$ cat config.mk
export PLATFORM = sky130hd
export DESIGN_NAME = im2col_gather_address_generator
export DESIGN_NICKNAME = d
export VERILOG_FILES = /design/src/hdl/im2col_pkg.sv /design/src/hdl/im2col_cfg.sv /design/src/hdl/im2col_split.sv /design/src/hdl/im2col_addr.sv /design/src/hdl/im2col_gather_address_generator.sv
export SDC_FILE = /design/constraint.sdc
export NUM_CORES = 2
export LEC_CHECK = 0
export BUFFER_PORTS_ARGS = -buffer_cell sky130_fd_sc_hd__buf_4
export CORE_MARGIN = 2
export CORE_UTILIZATION = 35
export DETAILED_ROUTE_END_ITERATION = 10
export GPL_ROUTABILITY_DRIVEN = 0
export MAX_ROUTING_LAYER = met4
export PLACE_DENSITY = 0.57
export SLEW_MARGIN = 20
export SYNTH_ARGS = -nofsm -noshare
export SYNTH_HDL_FRONTEND = slang
export SYNTH_SLANG_ARGS = --single-unit
export TNS_END_PERCENT = 50
$ cat constraint.sdc
create_clock -name clk -period 7.7 [get_ports clk]
set_clock_uncertainty 0.15 [all_clocks]
set_input_delay 1.54 -clock clk [delete_from_list [all_inputs] [get_ports clk]]
set_output_delay 1.54 -clock clk [all_outputs]
set_load 0.005 [all_outputs]
$ cat src/hdl/im2col_pkg.sv
// Shared types, constants and helper functions for the im2col gather address generator.
// Used by im2col_cfg, im2col_split, im2col_addr and the top level; depends on nothing.
package im2col_pkg;

  localparam int MAX_SIDE     = 256;
  localparam int MAX_CHANNELS = 1024;

  localparam int PIX_W  = 17;
  localparam int COL_W  = 14;
  localparam int ADDR_W = 26;
  localparam int SIDE_W = 9;
  localparam int CH_W   = 11;
  localparam int CFG_W  = 11;
  localparam int IDX_W  = 3;

  localparam int SPLIT_STAGES = PIX_W + 1;
  localparam int ADDR_STAGES  = 5;

  typedef enum logic [IDX_W-1:0] {
    REG_IN_HEIGHT     = 3'd0,
    REG_IN_WIDTH      = 3'd1,
    REG_IN_CHANNELS   = 3'd2,
    REG_KERNEL_IS_3X3 = 3'd3,
    REG_STRIDE_ROWS   = 3'd4,
    REG_STRIDE_COLS   = 3'd5,
    REG_PAD_ROWS      = 3'd6,
    REG_PAD_COLS      = 3'd7
  } reg_idx_t;

  typedef enum logic [1:0] {
    KIND_FETCH = 2'd0,
    KIND_PAD   = 2'd1,
    KIND_ZERO  = 2'd2
  } kind_t;

  typedef struct packed {
    logic [SIDE_W-1:0] h;
    logic [SIDE_W-1:0] w;
    logic [CH_W-1:0]   c;
    logic              k3;
    logic [2:0]        sr;
    logic [2:0]        sc;
    logic [1:0]        pr;
    logic [1:0]        pc;
    logic [SIDE_W-1:0] oh;
    logic [SIDE_W-1:0] ow;
    logic [PIX_W-1:0]  npix;
    logic [COL_W-1:0]  kk;
    logic [11:0]       c3;
    logic [12:0]       c6;
  } cfg_t;

  typedef struct packed {
    logic [PIX_W-1:0]  pix;
    logic [COL_W-1:0]  col;
    logic [PIX_W-1:0]  quo;
    logic [SIDE_W-1:0] rem;
    logic [1:0]        krow;
    logic [1:0]        kcol;
    logic              zcol;
    logic              zero;
  } split_t;

  typedef struct packed {
    kind_t             kind;
    logic              zero;
    logic [11:0]       ihp;
    logic [11:0]       iwp;
    logic [9:0]        ch;
    logic [PIX_W-1:0]  base;
    logic [ADDR_W-1:0] addr;
  } addr_t;

  // Output size along one axis, (side + 2*pad - k) / stride + 1, or zero when empty.
  // The division by the small stride uses reciprocal multiplies that are exact below 263.
  function automatic logic [SIDE_W-1:0] out_size(logic [SIDE_W-1:0] side, logic [1:0] pad,
                                                 logic k3, logic [2:0] stride);
    logic [SIDE_W:0]   span;
    logic [SIDE_W:0]   k;
    logic [SIDE_W-1:0] diff;
    logic [19:0]       prod;
    logic [SIDE_W-1:0] q;
    span = {1'b0, side} + {7'd0, pad, 1'b0};
    k    = k3 ? 10'd3 : 10'd1;
    diff = 9'(span - k);
    prod = '0;
    q    = '0;
    case (stride)
      3'd1: q = diff;
      3'd2: q = {1'b0, diff[8:1]};
      3'd3: begin
        prod = 20'(diff) * 20'd171;
        q    = 9'(prod >> 9);
      end
      3'd4: q = {2'b00, diff[8:2]};
      3'd5: begin
        prod = 20'(diff) * 20'd205;
        q    = 9'(prod >> 10);
      end
      3'd6: begin
        prod = 20'(diff) * 20'd171;
        q    = 9'(prod >> 10);
      end
      3'd7: begin
        prod = 20'(diff) * 20'd293;
        q    = 9'(prod >> 11);
      end
      default: q = '0;
    endcase
    if (stride == 3'd0 || span < k) begin
      return '0;
    end
    return 9'(q + 9'd1);
  endfunction

endpackage

$ cat src/hdl/im2col_cfg.sv
// Configuration registers and the values derived from them (saturated sizes, output sizes).
// Depends on im2col_pkg.
module im2col_cfg (
  input  logic                           clk,
  input  logic                           rst_n,
  input  logic                           cfg_valid,
  output logic                           cfg_ready,
  input  logic [im2col_pkg::IDX_W-1:0]   cfg_index,
  input  logic [im2col_pkg::CFG_W-1:0]   cfg_data,
  output im2col_pkg::cfg_t               cfg
);

  logic [8:0]  in_height_r;
  logic [8:0]  in_width_r;
  logic [10:0] in_channels_r;
  logic        kernel_is_3x3_r;
  logic [2:0]  stride_rows_r;
  logic [2:0]  stride_cols_r;
  logic [1:0]  pad_rows_r;
  logic [1:0]  pad_cols_r;

  im2col_pkg::cfg_t cfg_r;
  im2col_pkg::cfg_t cfg_nxt;
  logic [17:0]      npix_full;

  assign cfg_ready = 1'b1;

  always_ff @(posedge clk) begin
    if (!rst_n) begin
      in_height_r     <= 9'd1;
      in_width_r      <= 9'd1;
      in_channels_r   <= 11'd1;
      kernel_is_3x3_r <= 1'b0;
      stride_rows_r   <= 3'd1;
      stride_cols_r   <= 3'd1;
      pad_rows_r      <= 2'd0;
      pad_cols_r      <= 2'd0;
    end else if (cfg_valid) begin
      case (im2col_pkg::reg_idx_t'(cfg_index))
        im2col_pkg::REG_IN_HEIGHT:     in_height_r     <= cfg_data[8:0];
        im2col_pkg::REG_IN_WIDTH:      in_width_r      <= cfg_data[8:0];
        im2col_pkg::REG_IN_CHANNELS:   in_channels_r   <= cfg_data[10:0];
        im2col_pkg::REG_KERNEL_IS_3X3: kernel_is_3x3_r <= cfg_data[0];
        im2col_pkg::REG_STRIDE_ROWS:   stride_rows_r   <= cfg_data[2:0];
        im2col_pkg::REG_STRIDE_COLS:   stride_cols_r   <= cfg_data[2:0];
        im2col_pkg::REG_PAD_ROWS:      pad_rows_r      <= cfg_data[1:0];
        im2col_pkg::REG_PAD_COLS:      pad_cols_r      <= cfg_data[1:0];
        default: ;
      endcase
    end
  end

  always_comb begin
    cfg_nxt    = cfg_r;
    cfg_nxt.h  = (in_height_r > 9'(im2col_pkg::MAX_SIDE)) ? 9'(im2col_pkg::MAX_SIDE)
                                                          : in_height_r;
    cfg_nxt.w  = (in_width_r > 9'(im2col_pkg::MAX_SIDE)) ? 9'(im2col_pkg::MAX_SIDE)
                                                         : in_width_r;
    cfg_nxt.c  = (in_channels_r > 11'(im2col_pkg::MAX_CHANNELS))
                 ? 11'(im2col_pkg::MAX_CHANNELS) : in_channels_r;
    cfg_nxt.k3 = kernel_is_3x3_r;
    cfg_nxt.sr = stride_rows_r;
    cfg_nxt.sc = stride_cols_r;
    cfg_nxt.pr = pad_rows_r;
    cfg_nxt.pc = pad_cols_r;
    cfg_nxt.oh = im2col_pkg::out_size(cfg_nxt.h, pad_rows_r, kernel_is_3x3_r, stride_rows_r);
    cfg_nxt.ow = im2col_pkg::out_size(cfg_nxt.w, pad_cols_r, kernel_is_3x3_r, stride_cols_r);
    cfg_nxt.kk = kernel_is_3x3_r ? (14'({cfg_nxt.c, 3'b000}) + 14'(cfg_nxt.c))
                                 : 14'(cfg_nxt.c);
    cfg_nxt.c3 = 12'({cfg_nxt.c, 1'b0}) + 12'(cfg_nxt.c);
    cfg_nxt.c6 = 13'({cfg_nxt.c, 2'b00}) + 13'({cfg_nxt.c, 1'b0});
    // The pixel count is formed from the registered output sizes, so it follows them in the next cycle.
    npix_full    = cfg_r.oh * cfg_r.ow;
    cfg_nxt.npix = npix_full[16:0];
  end

  always_ff @(posedge clk) begin
    if (!rst_n) begin
      cfg_r.h    <= 9'd1;
      cfg_r.w    <= 9'd1;
      cfg_r.c    <= 11'd1;
      cfg_r.k3   <= 1'b0;
      cfg_r.sr   <= 3'd1;
      cfg_r.sc   <= 3'd1;
      cfg_r.pr   <= 2'd0;
      cfg_r.pc   <= 2'd0;
      cfg_r.oh   <= 9'd1;
      cfg_r.ow   <= 9'd1;
      cfg_r.npix <= 17'd1;
      cfg_r.kk   <= 14'd1;
      cfg_r.c3   <= 12'd3;
      cfg_r.c6   <= 13'd6;
    end else begin
      cfg_r <= cfg_nxt;
    end
  end

  assign cfg = cfg_r;

endmodule

$ cat src/hdl/im2col_split.sv
// Pipeline that splits the pixel index into output row and column with a restoring
// divider, one quotient bit per stage, and splits the K index into kernel row, column
// and channel. Depends on im2col_pkg.
module im2col_split (
  input  logic                           clk,
  input  logic                           rst_n,
  input  im2col_pkg::cfg_t               cfg,
  input  logic                           in_valid,
  output logic                           in_ready,
  input  logic [im2col_pkg::PIX_W-1:0]   in_pix,
  input  logic [im2col_pkg::COL_W-1:0]   in_col,
  output logic                           out_valid,
  input  logic                           out_ready,
  output im2col_pkg::split_t             out_item
);

  localparam int LAST = im2col_pkg::SPLIT_STAGES - 1;

  im2col_pkg::split_t                       st_r   [im2col_pkg::SPLIT_STAGES];
  im2col_pkg::split_t                       st_nxt [im2col_pkg::SPLIT_STAGES];
  logic [im2col_pkg::SPLIT_STAGES-1:0]      v_r;
  logic [im2col_pkg::SPLIT_STAGES-1:0]      v_nxt;
  logic [im2col_pkg::SPLIT_STAGES-1:0]      rdy;

  function automatic im2col_pkg::split_t div_step(im2col_pkg::split_t s, int unsigned idx,
                                                  im2col_pkg::cfg_t cf);
    im2col_pkg::split_t o;
    logic [4:0]         b;
    logic [9:0]         t;
    logic [11:0]        c2;
    o  = s;
    b  = 5'(im2col_pkg::PIX_W - idx);
    t  = {s.rem, s.pix[b]};
    c2 = {cf.c, 1'b0};
    if (t >= {1'b0, cf.ow}) begin
      o.rem    = 9'(t - {1'b0, cf.ow});
      o.quo[b] = 1'b1;
    end else begin
      o.rem = t[8:0];
    end
    if (idx == 1) begin
      o.zcol = (s.col >= cf.kk);
      o.krow = 2'd0;
      if (cf.k3) begin
        if (s.col >= 14'(cf.c6)) begin
          o.krow = 2'd2;
          o.col  = s.col - 14'(cf.c6);
        end else if (s.col >= 14'(cf.c3)) begin
          o.krow = 2'd1;
          o.col  = s.col - 14'(cf.c3);
        end
      end
    end
    if (idx == 2) begin
      o.kcol = 2'd0;
      if (cf.k3) begin
        if (s.col >= 14'(c2)) begin
          o.kcol = 2'd2;
          o.col  = s.col - 14'(c2);
        end else if (s.col >= 14'(cf.c)) begin
          o.kcol = 2'd1;
          o.col  = s.col - 14'(cf.c);
        end
      end
    end
    if (idx == 3) begin
      o.zero = s.zcol || (s.pix >= cf.npix);
    end
    return o;
  endfunction

  always_comb begin
    rdy[LAST] = !v_r[LAST] || out_ready;
    for (int i = LAST - 1; i >= 0; i--) begin
      rdy[i] = !v_r[i] || rdy[i+1];
    end
  end

  always_comb begin
    st_nxt[0]     = '0;
    st_nxt[0].pix = in_pix;
    st_nxt[0].col = in_col;
    v_nxt[0]      = in_valid;
    for (int i = 1; i <= LAST; i++) begin
      st_nxt[i] = div_step(st_r[i-1], i, cfg);
      v_nxt[i]  = v_r[i-1];
    end
  end

  always_ff @(posedge clk) begin
    if (!rst_n) begin
      v_r <= '0;
    end else begin
      for (int i = 0; i <= LAST; i++) begin
        if (rdy[i]) begin
          v_r[i] <= v_nxt[i];
        end
      end
    end
  end

  always_ff @(posedge clk) begin
    for (int i = 0; i <= LAST; i++) begin
      if (rdy[i]) begin
        st_r[i] <= st_nxt[i];
      end
    end
  end

  assign in_ready  = rdy[0];
  assign out_valid = v_r[LAST];
  assign out_item  = st_r[LAST];

endmodule

$ cat src/hdl/im2col_addr.sv
// Pipeline that forms the tap position, classifies padding and builds the NHWC address.
// Its last stage is the output register. Depends on im2col_pkg.
module im2col_addr (
  input  logic                 clk,
  input  logic                 rst_n,
  input  im2col_pkg::cfg_t     cfg,
  input  logic                 in_valid,
  output logic                 in_ready,
  input  im2col_pkg::split_t   in_item,
  output logic                 out_valid,
  input  logic                 out_ready,
  output im2col_pkg::addr_t    out_item
);

  localparam int LAST = im2col_pkg::ADDR_STAGES - 1;

  im2col_pkg::addr_t                    st_r   [im2col_pkg::ADDR_STAGES];
  im2col_pkg::addr_t                    st_nxt [im2col_pkg::ADDR_STAGES];
  logic [im2col_pkg::ADDR_STAGES-1:0]   v_r;
  logic [im2col_pkg::ADDR_STAGES-1:0]   v_nxt;
  logic [im2col_pkg::ADDR_STAGES-1:0]   rdy;

  always_comb begin
    rdy[LAST] = !v_r[LAST] || out_ready;
    for (int i = LAST - 1; i >= 0; i--) begin
      rdy[i] = !v_r[i] || rdy[i+1];
    end
  end

  always_comb begin
    logic [11:0] ihs;
    logic [11:0] iws;
    logic        pad;
    logic [27:0] prod;

    // Tap position, still offset by the padding.
    st_nxt[0]      = '0;
    st_nxt[0].kind = im2col_pkg::KIND_ZERO;
    st_nxt[0].zero = in_item.zero;
    st_nxt[0].ihp  = 12'(in_item.quo[8:0] * cfg.sr) + 12'(in_item.krow);
    st_nxt[0].iwp  = 12'(in_item.rem * cfg.sc) + 12'(in_item.kcol);
    st_nxt[0].ch   = in_item.col[9:0];
    v_nxt[0]       = in_valid;

    // Padding check and removal of the pad offset.
    st_nxt[1] = st_r[0];
    ihs = st_r[0].ihp - 12'(cfg.pr);
    iws = st_r[0].iwp - 12'(cfg.pc);
    pad = (st_r[0].ihp < 12'(cfg.pr)) || (st_r[0].iwp < 12'(cfg.pc)) ||
          (ihs >= 12'(cfg.h)) || (iws >= 12'(cfg.w));
    st_nxt[1].ihp = ihs;
    st_nxt[1].iwp = iws;
    if (st_r[0].zero) begin
      st_nxt[1].kind = im2col_pkg::KIND_ZERO;
    end else if (pad) begin
      st_nxt[1].kind = im2col_pkg::KIND_PAD;
    end else begin
      st_nxt[1].kind = im2col_pkg::KIND_FETCH;
    end
    v_nxt[1] = v_r[0];

    // Pixel offset within the feature map.
    st_nxt[2]      = st_r[1];
    st_nxt[2].base = 17'(st_r[1].ihp[7:0] * cfg.w) + 17'(st_r[1].iwp[7:0]);
    v_nxt[2]       = v_r[1];

    // Scale by the channel count.
    st_nxt[3]      = st_r[2];
    prod           = st_r[2].base * cfg.c;
    st_nxt[3].addr = prod[im2col_pkg::ADDR_W-1:0];
    v_nxt[3]       = v_r[2];

    // Add the channel and clear the address for anything but a fetch.
    st_nxt[4] = st_r[3];
    if (st_r[3].kind == im2col_pkg::KIND_FETCH) begin
      st_nxt[4].addr = st_r[3].addr + 26'(st_r[3].ch);
    end else begin
      st_nxt[4].addr = '0;
    end
    v_nxt[4] = v_r[3];
  end

  always_ff @(posedge clk) begin
    if (!rst_n) begin
      v_r <= '0;
    end else begin
      for (int i = 0; i <= LAST; i++) begin
        if (rdy[i]) begin
          v_r[i] <= v_nxt[i];
        end
      end
    end
  end

  always_ff @(posedge clk) begin
    for (int i = 0; i <= LAST; i++) begin
      if (rdy[i]) begin
        st_r[i] <= st_nxt[i];
      end
    end
  end

  assign in_ready  = rdy[0];
  assign out_valid = v_r[LAST];
  assign out_item  = st_r[LAST];

endmodule

$ cat src/hdl/im2col_gather_address_generator.sv
// Top level of the im2col gather address generator for NHWC int8 convolution.
// Depends on im2col_pkg, im2col_cfg, im2col_split and im2col_addr.
//
// Each input transaction carries one im2col coordinate (output pixel index, column index
// in K padded to a multiple of 8). Each one yields exactly one output transaction with
// the fetch kind on out_tuser (fetch, zero-point padding, write zero) and the flat NHWC
// byte address on out_tdata, which is zero unless the kind is fetch.
// The pipeline accepts one transaction per clock while the output is not stalled and
// holds 23 stages: an input register, 17 divider stages that take one quotient bit each
// of pixel index / output width, and 5 stages that form the tap, classify padding and
// build the address. When the output is not stalled, an accepted transaction moves
// through the stages in order, and out_tvalid rises once it reaches the output register.
// Registers are written through the cfg port, always ready; a write takes effect for
// transactions accepted on the following cycle, since the derived sizes settle before
// a new transaction reaches the stages that read them.
// Reset (rst_n low, synchronous) empties the pipeline and restores the register
// defaults: 1x1 input with one channel, 1x1 kernel, stride 1, no padding.
// When the receiver holds out_tready low, the stages fill up behind the output
// register; in_tready drops only once every stage holds a transaction.
module im2col_gather_address_generator (
  input  logic        clk,
  input  logic        rst_n,
  input  logic        in_tvalid,
  output logic        in_tready,
  input  logic [31:0] in_tdata,   // [16:0] pixel_index, [30:17] col_index, [31] zero
  output logic        out_tvalid,
  input  logic        out_tready,
  output logic [31:0] out_tdata,  // [25:0] source_address, [31:26] zero
  output logic [1:0]  out_tuser,  // [1:0] fetch_kind
  input  logic        cfg_valid,
  output logic        cfg_ready,
  input  logic [2:0]  cfg_index,
  input  logic [10:0] cfg_data
);

  im2col_pkg::cfg_t   cfg;
  im2col_pkg::split_t split_item;
  im2col_pkg::addr_t  addr_item;
  logic               split_valid;
  logic               split_ready;

  im2col_cfg u_cfg (
    .clk       (clk),
    .rst_n     (rst_n),
    .cfg_valid (cfg_valid),
    .cfg_ready (cfg_ready),
    .cfg_index (cfg_index),
    .cfg_data  (cfg_data),
    .cfg       (cfg)
  );

  im2col_split u_split (
    .clk       (clk),
    .rst_n     (rst_n),
    .cfg       (cfg),
    .in_valid  (in_tvalid),
    .in_ready  (in_tready),
    .in_pix    (in_tdata[16:0]),
    .in_col    (in_tdata[30:17]),
    .out_valid (split_valid),
    .out_ready (split_ready),
    .out_item  (split_item)
  );

  im2col_addr u_addr (
    .clk       (clk),
    .rst_n     (rst_n),
    .cfg       (cfg),
    .in_valid  (split_valid),
    .in_ready  (split_ready),
    .in_item   (split_item),
    .out_valid (out_tvalid),
    .out_ready (out_tready),
    .out_item  (addr_item)
  );

  assign out_tdata = {6'd0, addr_item.addr};
  assign out_tuser = addr_item.kind;

endmodule
==> metrics.txt <==
Net Sw Frac 0.329; Reg clk slew, reported paths 0.07 ns; total clock buffers created by CTS 97; final cell count without fillers 8101; Post-Syn Area 62100 um^2; number of distinct library cells after synthesis 101; initial DRC count 2288; area grow syn2layout 10.8%; ys async rst share 0; vias in the first global route 39900; CORE AREA 176000 um^2; Die Span Y 425 um; simple logic cell fraction of the synthesized area 0.121; Inst Count DP 7909; commonest non-fill, non-tap cell in the layout edfxtp_1; Critical Path RT 8.13 ns; DR vias/cell 4.89; first-pass GRT wire length 219000 um; commonest cells after routing, fill and taps aside edfxtp_1 (783), inv_1 (700), ha_1 (690); period utilization 0.955; maximum fanout along the worst path 7; antenna-violating nets left 0; reg-to-reg slack, setup 0.34 ns; worst path buffer plus inverter count 4; CP endpoint kind register; Slew Limit Headroom 0.284; share of layout cells above drive strength 1 0.0733; Seq/Total Area, Yosys 0.430; Crit path largest cell delay 0.55 ns; Pre-Repair DR Iteration Count 7; Post-Synth XOR/XNOR Area 0.0450; DP HPWL 106000 um; Final Hold Fails 0; GRT overflow 0; Clock Sink Count 943; hold worst-path end u_split.st_r[14][20]; Yosys Warn Count 0; CTS root buffer clkbuf_16; Synth Area per Inst 11.1 um^2; Ports 88; worst hold path startpoint u_split.st_r[13][20]; # nets final 6752; largest family of logic cells by synthesized area adder cells; die area 181000 um^2; status finished, final reports clean; clock buffer depth 3; row cnt 154; routed vias 39600; Startpoint Class register; top_reg_cell synth edfxtp_1; Cells after Synth 5586; Initial Utilization 0.352; Comb pwr share 0.342; Max Slew Vio Count 0; Compound-Gate Fraction of Synth Area 0.0907; H-tree Lvls 3; adder-cell share of the synthesized area 0.248; crit path kind reg -> reg; largest net degree at the start of global routing 70; Worst Reg2Reg Path Length in Cells 27; slowest stage cell, crit path fa_1; Die W 425 um; minimum clock period 7.36 ns; TNS Setup 0 ns; Hold Path Depth 0; final setup fails 0; CTS tree done; Util after Layout 0.390; WL/cell 17.0 um; Port Buffer Count 79; cell internal pwr 12.4 mW; Peak VDD IR 0.000230 V; clock power share 0.256; Psw 6.07 mW; Worst EP arrival 7.78 ns; total of max-cap violations 0; Power per Cell Area 268 nW/um^2; Reg power frac 0.401; reg2reg start u_cfg.in_width_r[8]; initial antenna violation count 8; Hold Crit Class reg -> reg; global-route usage over all layers 0.158; number of fill cells in the layout 16900; DRC violations left 0; Most Frequent Cell on Critical Path fa_1; Max Freq 0.136 GHz; worst flop-to-flop path endpoint u_cfg.cfg[64]; Worst-Margin Slew 1.07 ns; DRT Wirelength 138000 um; crit-path leading delay family adder cells; Clock Latency Late Sink 0.71 ns; mux cell area share after synthesis 0.00953; Yosys reg bits 943; EDFF count, synth 783; Static Leak 30.1 nW
==> power groups by stage <==
stage / sequential (mW) / clock, mW / combinational (mW)
6_report: 7.40 / 4.73 / 6.32
5_1_grt: 7.49 / 5.08 / 7.24
4_1_cts: 7.40 / 4.89 / 6.34
3_5_place_dp: 7.50 / 0 / 6.26
3_3_place_gp: 7.49 / 0 / 6.15
2_1_floorplan: 7.12 / 0 / 5.12
==> synthesized netlist by cell type, types with 140 or more instances <==
master / instances / area share
xnor2_1: 222 / 0.031
edfxtp_1: 783 / 0.38
a21o_1: 140 / 0.017
nand2_1: 468 / 0.028
ha_1: 693 / 0.14
dfxtp_1: 160 / 0.052
nor2_1: 289 / 0.017
and2_1: 203 / 0.020
nor2b_1: 147 / 0.015
fa_1: 336 / 0.11
inv_1: 703 / 0.042
a21oi_1: 284 / 0.023
==> worst max path at each step <==
stage	depth (start not counted)	from	end	slack, ns
6_report	27	u_cfg.in_width_r[8]	u_cfg.cfg[64]	0.34
5_1_grt	30	u_cfg.in_width_r[8]	u_cfg.cfg[64]	-0.04
4_1_cts	25	u_cfg.in_width_r[8]	u_cfg.cfg[63]	0.05
3_5_place_dp	25	u_cfg.in_width_r[8]	u_cfg.cfg[63]	0.11
3_3_place_gp	25	u_cfg.in_width_r[8]	u_cfg.cfg[63]	0.14
2_1_floorplan	28	u_cfg.in_height_r[8]	u_cfg.cfg[72]	0.57
==> area by class of cell <==
class | count | area (um^2) | share of cell area
multi-input cells | 3770 | 32100 | 0.467
flip-flops and latches | 943 | 26700 | 0.388
well taps | 2340 | 2930 | 0.0425
clock buffers | 132 | 2690 | 0.0391
inverters | 709 | 2670 | 0.0388
repair buffers | 151 | 1130 | 0.0165
clock inverters | 50 | 538 | 0.00782
diodes | 6 | 15.0 | 0.000218
==> metrics by stage <==
step	hold slack [ns]	setup slack [ns]	area (um^2)	power [mW]
after floorplan	0.250	0.565	62100	12.2
after global placement	0.250	0.141	65400	13.6
after detailed placement	0.255	0.115	65400	13.8
after CTS	0.256	0.0548	68600	18.6
after global routing	0.261	-0.0435	68800	19.8
final	0.261	0.343	68800	18.4
==> layer usage <==
| layer | routed length [um] | part of all wire | global-route usage |
|---|---|---|---|
| met1 | 63800 | 0.46 | 0.206 |
| met2 | 65300 | 0.47 | 0.257 |
| met3 | 4860 | 0.035 | 0.0190 |
| met4 | 3770 | 0.027 | 0.0459 |
| met5 | 0 | 0 | - |
==> what timing repair did <==
item,CTS,global route
gates resized for setup,0,26
hold buffers,0,0
buffers inserted,0,4
endpoints found under the setup margin,0,12
==> registers in the layout, indices dropped and copies added, names as in the netlist, 3 cells and up <==
name                 flops
u_cfg.in_height_r        9
u_split.v_r             18
u_cfg.cfg               97
u_cfg.stride_cols_r      3
u_split.st_r           625
u_cfg.stride_rows_r      3
u_addr.v_r               5
u_cfg.in_channels_r     11
u_addr.st_r            158
u_cfg.in_width_r         9
==> kinds of logic after synthesis <==
logic type      after synthesis
fa+ha+maj                  1029
buf+inv                     878
xor+xnor                    314
simple gates               1500
compound gates              865
mux                          55
other cells                   2
flops                       943
Note: power is estimated with default switching activity, not from simulation.
